## src/design/tes_pkg.sv

```systemverilog
// Shared types and constants for the timed event scheduler.
// No dependencies; imported by every other file of the block.
package tes_pkg;

  localparam int TIME_W          = 32;
  localparam int EV_W            = 2;
  localparam int EVENT_SLOTS_DEF = 4;

  // Largest positive signed difference; a scan never selects a slot this far out.
  localparam logic [TIME_W-1:0] DIFF_NONE = 32'h7fff_ffff;

  localparam logic OP_SCHEDULE = 1'b0;
  localparam logic OP_RUN      = 1'b1;

  typedef struct packed {
    logic                     operation;
    logic [EV_W-1:0]          event_index;
    logic [TIME_W-1:0]        reference_time;
    logic signed [TIME_W-1:0] delay;
  } tes_in_req_t;

  typedef struct packed {
    logic              fired_valid;
    logic [EV_W-1:0]   fired_event;
    logic [TIME_W-1:0] fired_time;
    logic [TIME_W-1:0] next_due_time;
    logic              last;
  } tes_out_req_t;

  // controller -> datapath
  typedef struct packed {
    logic capture;     // latch input request
    logic sched_upd;   // write slot and lower next deadline
    logic scan_init;   // restart the slot scan
    logic scan_step;   // evaluate one slot
    logic pass_end;    // commit next deadline from scan
    logic load_out;    // load output register
    logic load_fire;   // output is a fired event (else closing result)
    logic clear_best;  // clear the selected slot
  } tes_cmd_t;

  // datapath -> controller
  typedef struct packed {
    logic op_run;
    logic scan_last;
    logic fire_due;
    logic out_free;
  } tes_sts_t;

endpackage

```

## src/design/tes_ctrl.sv

```systemverilog
// Controller state machine of the timed event scheduler.
// Depends on tes_pkg; drives tes_dp through command and status structs.
module tes_ctrl (
  input  logic              clk,
  input  logic              rst_n,
  input  logic              in_valid,
  output logic              in_ready,
  input  tes_pkg::tes_sts_t sts,
  output tes_pkg::tes_cmd_t cmd
);
  import tes_pkg::*;

  localparam logic [2:0] ST_IDLE     = 3'd0;
  localparam logic [2:0] ST_SCHED    = 3'd1;
  localparam logic [2:0] ST_CLOSE    = 3'd2;
  localparam logic [2:0] ST_SCAN     = 3'd3;
  localparam logic [2:0] ST_SCAN_END = 3'd4;
  localparam logic [2:0] ST_FIRE     = 3'd5;

  logic [2:0] state_r, state_nxt;

  assign in_ready = (state_r == ST_IDLE);

  always_comb begin
    state_nxt = state_r;
    cmd       = '0;
    unique case (state_r)
      ST_IDLE: begin
        if (in_valid) begin
          cmd.capture   = 1'b1;
          cmd.scan_init = 1'b1;
          state_nxt     = ST_SCHED;
        end
      end
      ST_SCHED: begin
        // operation is known only once latched
        if (sts.op_run) begin
          state_nxt = ST_SCAN;
        end else begin
          cmd.sched_upd = 1'b1;
          state_nxt     = ST_CLOSE;
        end
      end
      ST_SCAN: begin
        cmd.scan_step = 1'b1;
        if (sts.scan_last) state_nxt = ST_SCAN_END;
      end
      ST_SCAN_END: begin
        cmd.pass_end = 1'b1;
        state_nxt    = sts.fire_due ? ST_FIRE : ST_CLOSE;
      end
      ST_FIRE: begin
        if (sts.out_free) begin
          cmd.load_out   = 1'b1;
          cmd.load_fire  = 1'b1;
          cmd.clear_best = 1'b1;
          cmd.scan_init  = 1'b1;
          state_nxt      = ST_SCAN;
        end
      end
      ST_CLOSE: begin
        if (sts.out_free) begin
          cmd.load_out = 1'b1;
          state_nxt    = ST_IDLE;
        end
      end
      default: state_nxt = ST_IDLE;
    endcase
  end

  always_ff @(posedge clk) begin
    if (!rst_n) begin
      state_r <= ST_IDLE;
    end else begin
      state_r <= state_nxt;
    end
  end

endmodule

```

## src/design/tes_dp.sv

```systemverilog
// Datapath of the timed event scheduler: slot table, scan unit, next-due
// register and output register. Depends on tes_pkg; controlled by tes_ctrl.
module tes_dp #(
  parameter int EVENT_SLOTS = tes_pkg::EVENT_SLOTS_DEF
) (
  input  logic                 clk,
  input  logic                 rst_n,
  input  tes_pkg::tes_in_req_t in_req,
  input  logic                 out_ready,
  output logic                 out_valid,
  output tes_pkg::tes_out_req_t out_req,
  input  tes_pkg::tes_cmd_t    cmd,
  output tes_pkg::tes_sts_t    sts
);
  import tes_pkg::*;

  localparam int IDX_W = (EVENT_SLOTS > 1) ? $clog2(EVENT_SLOTS) : 1;

  logic [TIME_W-1:0] slot_r   [EVENT_SLOTS];
  logic [TIME_W-1:0] slot_nxt [EVENT_SLOTS];

  logic              op_r;
  logic [EV_W-1:0]   idx_r;
  logic [TIME_W-1:0] ref_r;
  logic [TIME_W-1:0] when_r;

  logic [IDX_W-1:0]  cnt_r, cnt_nxt;
  logic [TIME_W-1:0] best_diff_r, best_diff_nxt;
  logic [TIME_W-1:0] best_time_r, best_time_nxt;
  logic [IDX_W-1:0]  best_idx_r, best_idx_nxt;
  logic [TIME_W-1:0] pos_diff_r, pos_diff_nxt;
  logic [TIME_W-1:0] pos_time_r, pos_time_nxt;

  logic [TIME_W-1:0] next_r, next_nxt;

  tes_out_req_t      out_r, out_nxt;
  logic              out_valid_r, out_valid_nxt;

  logic [TIME_W-1:0] scan_dl, scan_diff;
  logic              scan_act, scan_pos;
  logic [TIME_W-1:0] sched_dl, next_gap;
  logic              sched_hit, earlier;
  logic [TIME_W-1:0] best_idx_ext;

  // scan: one slot per cycle
  assign scan_dl   = slot_r[cnt_r];
  assign scan_diff = scan_dl - ref_r;
  assign scan_act  = (scan_dl != '0);
  assign scan_pos  = !scan_diff[TIME_W-1] && (scan_diff != '0);

  // schedule: odd deadline, signed-wrap earlier test
  assign sched_dl  = when_r | TIME_W'(1);
  assign sched_hit = (TIME_W'(idx_r) < TIME_W'(EVENT_SLOTS));
  assign next_gap  = next_r - sched_dl;
  assign earlier   = (next_r == '0) || (!next_gap[TIME_W-1] && (next_gap != '0));

  assign best_idx_ext = TIME_W'(best_idx_r);

  always_comb begin
    for (int i = 0; i < EVENT_SLOTS; i++) begin
      slot_nxt[i] = slot_r[i];
      if (cmd.sched_upd && sched_hit && (TIME_W'(idx_r) == TIME_W'(i))) begin
        slot_nxt[i] = (when_r == '0) ? '0 : sched_dl;
      end
      if (cmd.clear_best && (best_idx_r == IDX_W'(i))) begin
        slot_nxt[i] = '0;
      end
    end
  end

  always_comb begin
    cnt_nxt       = cnt_r;
    best_diff_nxt = best_diff_r;
    best_time_nxt = best_time_r;
    best_idx_nxt  = best_idx_r;
    pos_diff_nxt  = pos_diff_r;
    pos_time_nxt  = pos_time_r;
    if (cmd.scan_init) begin
      cnt_nxt       = '0;
      best_diff_nxt = DIFF_NONE;
      best_time_nxt = '0;
      best_idx_nxt  = '0;
      pos_diff_nxt  = DIFF_NONE;
      pos_time_nxt  = '0;
    end else if (cmd.scan_step) begin
      cnt_nxt = cnt_r + IDX_W'(1);
      // strict less: lowest index wins ties
      if (scan_act && ($signed(scan_diff) < $signed(best_diff_r))) begin
        best_diff_nxt = scan_diff;
        best_time_nxt = scan_dl;
        best_idx_nxt  = cnt_r;
      end
      if (scan_act && scan_pos && ($signed(scan_diff) < $signed(pos_diff_r))) begin
        pos_diff_nxt = scan_diff;
        pos_time_nxt = scan_dl;
      end
    end
  end

  always_comb begin
    next_nxt = next_r;
    if (cmd.sched_upd && sched_hit && (when_r != '0) && earlier) begin
      next_nxt = sched_dl;
    end else if (cmd.pass_end) begin
      // fired slots are never positive, so this is stable across passes
      next_nxt = (pos_diff_r != DIFF_NONE) ? pos_time_r : '0;
    end
  end

  always_comb begin
    out_nxt       = out_r;
    out_valid_nxt = out_valid_r;
    if (cmd.load_out) begin
      out_nxt.fired_valid   = cmd.load_fire;
      out_nxt.fired_event   = cmd.load_fire ? best_idx_ext[EV_W-1:0] : '0;
      out_nxt.fired_time    = cmd.load_fire ? best_time_r : '0;
      out_nxt.next_due_time = next_r;
      out_nxt.last          = !cmd.load_fire;
      out_valid_nxt         = 1'b1;
    end else if (out_ready) begin
      out_valid_nxt = 1'b0;
    end
  end

  always_ff @(posedge clk) begin
    if (!rst_n) begin
      for (int i = 0; i < EVENT_SLOTS; i++) begin
        slot_r[i] <= '0;
      end
      next_r      <= '0;
      out_valid_r <= 1'b0;
    end else begin
      for (int i = 0; i < EVENT_SLOTS; i++) begin
        slot_r[i] <= slot_nxt[i];
      end
      next_r      <= next_nxt;
      out_valid_r <= out_valid_nxt;
    end
  end

  always_ff @(posedge clk) begin
    if (cmd.capture) begin
      op_r   <= in_req.operation;
      idx_r  <= in_req.event_index;
      ref_r  <= in_req.reference_time;
      when_r <= in_req.reference_time + $unsigned(in_req.delay);
    end
    cnt_r       <= cnt_nxt;
    best_diff_r <= best_diff_nxt;
    best_time_r <= best_time_nxt;
    best_idx_r  <= best_idx_nxt;
    pos_diff_r  <= pos_diff_nxt;
    pos_time_r  <= pos_time_nxt;
    out_r       <= out_nxt;
  end

  assign sts.op_run    = (op_r == OP_RUN);
  assign sts.scan_last = (cnt_r == IDX_W'(EVENT_SLOTS - 1));
  assign sts.fire_due  = best_diff_r[TIME_W-1] || (best_diff_r == '0);
  assign sts.out_free  = !out_valid_r || out_ready;

  assign out_valid = out_valid_r;
  assign out_req   = out_r;

endmodule

```

## src/design/timed_event_scheduler.sv

```systemverilog
// Timed event scheduler: EVENT_SLOTS deadlines on a wrapping 32-bit cycle
// clock. Schedule requests (operation 0) store reference_time + delay with
// bit 0 forced high, or cancel the slot when the sum is zero; a slot
// index >= EVENT_SLOTS changes nothing. Each schedule returns one result with
// last set. Run requests (operation 1) fire every active slot whose signed
// difference to reference_time is at most zero, earliest first and lowest
// index on ties, one result each, then a closing result with last set; all
// results of a run carry the final next-due deadline (zero when none).
// One request at a time. A schedule goes from acceptance through the update
// state to the load of its result. A run walks the slot table in passes,
// one entry per cycle through a single subtract-and-compare unit; each pass
// ends by committing the next deadline, and each fired event loads a result
// and restarts a pass. A new request is accepted while the last result
// still waits in the output register; out_ready low stalls only result loads.
// Depends on tes_pkg, tes_ctrl and tes_dp.
module timed_event_scheduler #(
  parameter int EVENT_SLOTS = tes_pkg::EVENT_SLOTS_DEF
) (
  input  logic                  clk,
  input  logic                  rst_n,
  input  logic                  in_valid,
  output logic                  in_ready,
  input  tes_pkg::tes_in_req_t  in_req,
  output logic                  out_valid,
  input  logic                  out_ready,
  output tes_pkg::tes_out_req_t out_req
);
  import tes_pkg::*;

  tes_cmd_t cmd;  // controller commands
  tes_sts_t sts;  // datapath status

  // Sequencer: accept, schedule update or scan passes, result loads.
  tes_ctrl u_ctrl (
    .clk      (clk),
    .rst_n    (rst_n),
    .in_valid (in_valid),
    .in_ready (in_ready),
    .sts      (sts),
    .cmd      (cmd)
  );

  // Slot table, scan unit, next-due register and output register.
  tes_dp #(
    .EVENT_SLOTS (EVENT_SLOTS)
  ) u_dp (
    .clk       (clk),
    .rst_n     (rst_n),
    .in_req    (in_req),
    .out_ready (out_ready),
    .out_valid (out_valid),
    .out_req   (out_req),
    .cmd       (cmd),
    .sts       (sts)
  );

endmodule

```

## config.mk

```make
export PLATFORM = sky130hd
export DESIGN_NAME = timed_event_scheduler
export DESIGN_NICKNAME = d
export VERILOG_FILES = /design/src/design/tes_pkg.sv /design/src/design/tes_ctrl.sv /design/src/design/tes_dp.sv /design/src/design/timed_event_scheduler.sv
export SDC_FILE = /design/constraint.sdc
export NUM_CORES = 1
export LEC_CHECK = 0
export BUFFER_PORTS_ARGS = -buffer_cell sky130_fd_sc_hd__buf_2
export CORE_MARGIN = 2
export CORE_UTILIZATION = 55
export CTS_CLUSTER_SIZE = 20
export DETAILED_ROUTE_END_ITERATION = 10
export HOLD_SLACK_MARGIN = 0.03
export PLACE_DENSITY = 0.73
export SLEW_MARGIN = 20
export SYNTH_ARGS = -nofsm -noshare
export SYNTH_HDL_FRONTEND = slang
export SYNTH_HIERARCHICAL = 1
export SYNTH_SLANG_ARGS = --single-unit
export TNS_END_PERCENT = 100
```

## constraint.sdc

```tcl
create_clock -name clk -period 14.99 [get_ports clk]
set_clock_uncertainty 0.1 [all_clocks]
set_input_delay 4.497 -clock clk [delete_from_list [all_inputs] [get_ports clk]]
set_output_delay 4.497 -clock clk [all_outputs]
set_load 0.02 [all_outputs]
```

======== After elaboration in Yosys (flattened, before gate mapping) ========
Memory sizes are Yosys's and may differ from the RTL's. A register that Yosys moved wholly into a read port is not among the register bits.
Index checks and enable logic that the tools add are counted.
operators by class
  mux-type cells .......................... 40
  magnitude comparators ................... 2
  reductions and logical operators ........ 41
  equality and inequality tests ........... 21
  $add $sub $neg .......................... 4
  bitwise operators ....................... 4
operator list
  cell                                                     count
  2-to-1 mux 32 bit                                        16
  nonzero test 32 bit                                      4
  zero test 32 bit                                         3
  less-than comparator 32 bit                              2
  subtractor 32 bit                                        2
  adder 32 bit                                             1
  inequality test 32 x 31 -> 1 bit, second input constant  1
  2-to-1 mux 3 bit                                         6
  one-hot mux 3 bit (6 select lines)                       1
  inequality test 2 bit, second input constant             8
  logical AND 1 bit                                        15
  2-to-1 mux 1 bit                                         12
  AND reduction 2 bit                                      6
  equality test 2 bit, second input constant               5
  equality test 3 x 2 -> 1 bit, second input constant      2
  equality test 3 bit, second input constant               2
  2-to-1 mux 2 bit                                         3
  equality test 2 x 1 -> 1 bit, second input constant      2
  zero test 1 bit                                          4
  zero test 2 bit                                          2
  bitwise OR 1 bit                                         4
  one-hot mux 1 bit (2 select lines)                       2
  AND reduction 4 bit                                      1
  nonzero test 2 bit                                       2
  4 further kinds                                          6
storage, ports and cells
  logic and storage cells ................. 131
  output and inout bits ................... 70
  bits in writable memories ............... 128
  flip-flop bits (word level) ............. 303
  input bits .............................. 71
  memories kept ........................... 1
memory list
  memory       depth  bits a word  read ports  clocked after memory_dff  wr ports  line          RTL
  u_dp.slot_r  4      32           1           1                         4         tes_dp.sv:19  logic [TIME_W-1:0] slot_r [EVENT_SLOTS];

======== Longest topological paths before layout ========
  depth after elaboration ................. 8
  mapped depth ............................ 27
  gate-level depth less buffers ........... 23

======== Modules after synthesis ========
The synthesis kept the hierarchy.
modules (own cells, without submodules)
  module    area an instance (µm²)  instances  cells an instance
  tes_dp    24408.4                 1          2459
  tes_ctrl  322.8                   1          39

======== Worst setup path after synthesis ========
Ideal clock, no wire load.
  path type ............................... in2reg
  start ................................... input port out_ready
  end ..................................... register u_dp.out_r, in the netlist u_dp/out_req[0], enable pin
  setup slack ............................. 6.361 ns
  data required time ...................... 14.376 ns
  buffers on the path ..................... 0
  arrival time ............................ 8.015 ns
  stages on the path ...................... 2
  setup time .............................. 0.514 ns
  cell sequence ........................... nand2b_1 a21boi_1
RTL lines
  element                 line                         RTL
  start: declaration      timed_event_scheduler.sv:25  input logic out_ready,
  end signal: assignment  tes_dp.sv:154                out_r <= out_nxt;
  end: declaration        tes_dp.sv:36                 tes_out_req_t out_r, out_nxt;

==> results.ini <==
[outcome]
status = complete, no violations

[floorplanning]
io_pins = 141
die_y_um = 216.1
die_w_um = 216.1
die-area_um2 = 46680
row_count = 77
initial_core_util_pct = 55.80
fp.coreArea_um2 = 44320

[drt]
vias = 21020
vias_per_cell = 6.542
postRouteAntennaNets = 0
first_pass_iters = 6
drt_iter0_drc = 2269
avgRoutedWirePerCell_um = 24.58
drc_errors = 0
drt-total-wl_um = 78970

[logic_synthesis]
ys_dominant_reg_cell = edfxtp_1
synth_top_area_share_pct = 31.93
synth-async-reset-ratio_pct = 0
seq_area_frac_synth_pct = 45.69
synth_cell_types = 86
synth_top_area_cell = edfxtp_1
syn_nets = 2724
ys_warn_count = 6
synth_common_cells = edfxtp_1 (263), dfxtp_1 (170), inv_1 (167)
synth-edff-count = 263
syn_inst = 2498
yosysMostFrequentCell = edfxtp_1
synth_seq_cells = 433
synth.avg_cell_area_um2 = 9.900
syn-cell-area_um2 = 24730
synthTopCellsByArea = edfxtp_1 (32%), dfxtp_1 (14%), ha_1 (7.7%), a21oi_1 (3.2%), o21ai_0 (3.1%)

[pwr]
fin_total_pwr_w = 0.003514
irDropWorstVdd_uv = 102.3
leakage_nw = 11.35
powerDensity_nw_per_um2 = 127.3

[sta]
fin_crit_sh_pct = 58.94
final_hold_viol_count = 0
fin_crit_ns = 8.835
slew_headroom_pct = 19.45
fmax_ghz = 0.1132
grt_setup_unrepaired = no
tightestPinTransition_ns = 1.208
setup_ws_ns = 6.155
setup-violations-final = 0
tns_ns = 0
slew_violations = 0

[worst_setup_path]
crit_path_frequent_cell = a21o_1
worst_path_largest_cell_delay_ns = 0.71
worst-path-max-fanout = 34
worst-path-buf-inv = 2
crit_path_end_kind = flip-flop
crit_slowest_cell = a2111oi_1
cp_cell_sequence = buf_4, mux4_2, ha_1, nand2_1, nor2_1, nand4_1, a2111oi_1, o2111ai_1, a31oi_1, xor2_1, ha_1, a21o_1, a21o_1, a21o_1, a21o_1, a21oi_1, nor2b_1, or4b_2, or3_1, a21oi_4, buf_4, mux2i_1, o311ai_0
worstPathArrival_ns = 9.18
cp_top_family = compound AO/OA/AOI/OAI gates
path_class = flip-flop to flip-flop
start_kind = flip-flop
critical_path_required_ns = 15.33

[placed_design]
dpl_cell_area_um2 = 25960
detailed_place_hpwl_um = 55750
dp_worst_setup_slack_ns = 6.386
gp_congestion = 0.9603
io_buffers = 140

[cells_and_area]
fillers = 3694
final_area_um2 = 27610
fin_util_pct = 62.30
drive_gt1_share_pct = 13.09
syn_to_final_growth_pct = 11.64
nets = 2807

[clocking]
cts_resized = 0
clock_latency_ns = 0.61
postCtsSetupBuffers = 0
htreeDepth = 2
cts_made_buffers = 47
root_buffer = clkbuf_16
clkSinkCount = 433
holdBufCountCts = 0
cts.clk_slew.worst_paths_ns = 0.06
clockBufferDepth = 3
cts_tree = done

[global_routing]
grt_pass1_vias = 19890
grt.overflow.total = 0
grt_pass1_wl_um = 119200
antenna_found_initial = 1
grt_max_degree = 93
track_usage_pct = 33.42

[flow_run]
max_cap_violations = 0

[min_path]
min_path_type = flip-flop to flip-flop

-- per-stage QoR --
step	instances	hold WS [ns]
finish	3213	0.3624
global route	3212	0.3782
CTS	3210	0.3642
detailed placement	3122	0.3559
global placement	3122	0.3511
floorplan	2498	0.3433
-- worst reg2reg max path, stage by stage, from the launching register on --
cell and delay [ns]:
dfxtp_2 0.31, buf_4 0.54, mux4_2 0.73, ha_1 0.39, nand2_1 0.09, nor2_1 0.28
nand4_1 0.18, a2111oi_1 0.71, o2111ai_1 0.36, a31oi_1 0.43, xor2_1 0.46, ha_1 0.35
a21o_1 0.16, a21o_1 0.16, a21o_1 0.17, a21o_1 0.17, a21oi_1 0.14, nor2b_1 0.06
or4b_2 0.61, or3_1 0.38, a21oi_4 0.68, buf_4 0.65, mux2i_1 0.38, o311ai_0 0.18
-- layout by cell type, fill, tap and decap left out, drive strengths merged, types with 36 or more instances in the layout --
cell,Yosys,final
nor3,151,151
and2,48,48
mux2i,51,51
inv,167,167
dfxtp,170,170
nor4,72,72
o21ai,160,160
nand3,96,96
nor2b,87,87
ha,153,153
edfxtp,263,263
xnor2,36,36
clkbuf,121,60
a21oi,159,159
buf,33,188
o211ai,68,68
nand2,120,120
nor2,138,138
-- sequential cells by signal, summed over array words and instances, names as in the netlist, named ones only --
name              cells
u_ctrl/state_r        3
u_dp/best_diff_r     32
u_dp/best_idx_r       2
u_dp/best_time_r     32
u_dp/cnt_r            2
u_dp/idx_r            2
u_dp/next_r          32
u_dp/op_r             1
u_dp/out_req         68
u_dp/out_valid        1
u_dp/pos_diff_r      32
u_dp/pos_time_r      32
u_dp/ref_r           32
u_dp/slot_r         128
u_dp/when_r          32
-- logic make-up after synthesis --
group	Yosys count	synth area share [%]
and+or+nand+nor	858	18.48
AOI/OAI and AO/OA	590	15.58
DFF	433	45.69
buffers and inverters	322	5.277
adders and majority gates	155	7.902
muxes	84	5.024
xor gates and xnor gates	56	2.039
-- final timing paths --
kind,start,end,slack (ns),depth (start not counted)
max,flip-flop,u_dp/pos_time_r[5]$_SDFFE_PP0P_,6.16,23
min,u_dp/best_time_r[1]$_SDFFE_PP0P_,u_dp/best_time_r[1]$_SDFFE_PP0P_,0.36,2
max reg2reg,flip-flop,u_dp/pos_time_r[5]$_SDFFE_PP0P_,6.16,23
min reg2reg,u_dp/best_time_r[1]$_SDFFE_PP0P_,u_dp/best_time_r[1]$_SDFFE_PP0P_,0.36,2
-- metal layers --
layer  share of wire, %  GRT usage (%)  up-vias  wire, um
li1                   -              -     9477         -
met1                 41          45.96    10140     32050
met2                 44          51.24     1194     34740
met3                 11          6.653      207      8306
met4                4.9          15.23        0      3869
met5                  0              0        -         0
-- power breakdown --
part / switching (W) / internal (W) / leakage, nW
Combinational: 0.000571 / 0.000307 / 6.59
Sequential: 0.0000728 / 0.00135 / 3.98
Clock: 0.000504 / 0.000708 / 0.784
-- final cells by class --
type                    count  area [um2]  share of cell area [%]
flip-flops and latches    433       11300                   40.94
inverters                 168       631.9                   2.289
repair buffers            188        1072                   3.884
clock inverters            28       310.3                   1.124
multi-input cells        1743       12240                   44.34
clock buffers              60        1308                   4.736
well taps                 592       740.7                   2.683
diodes                      1       2.502                0.009064
Power figures use the tool's default switching activity.
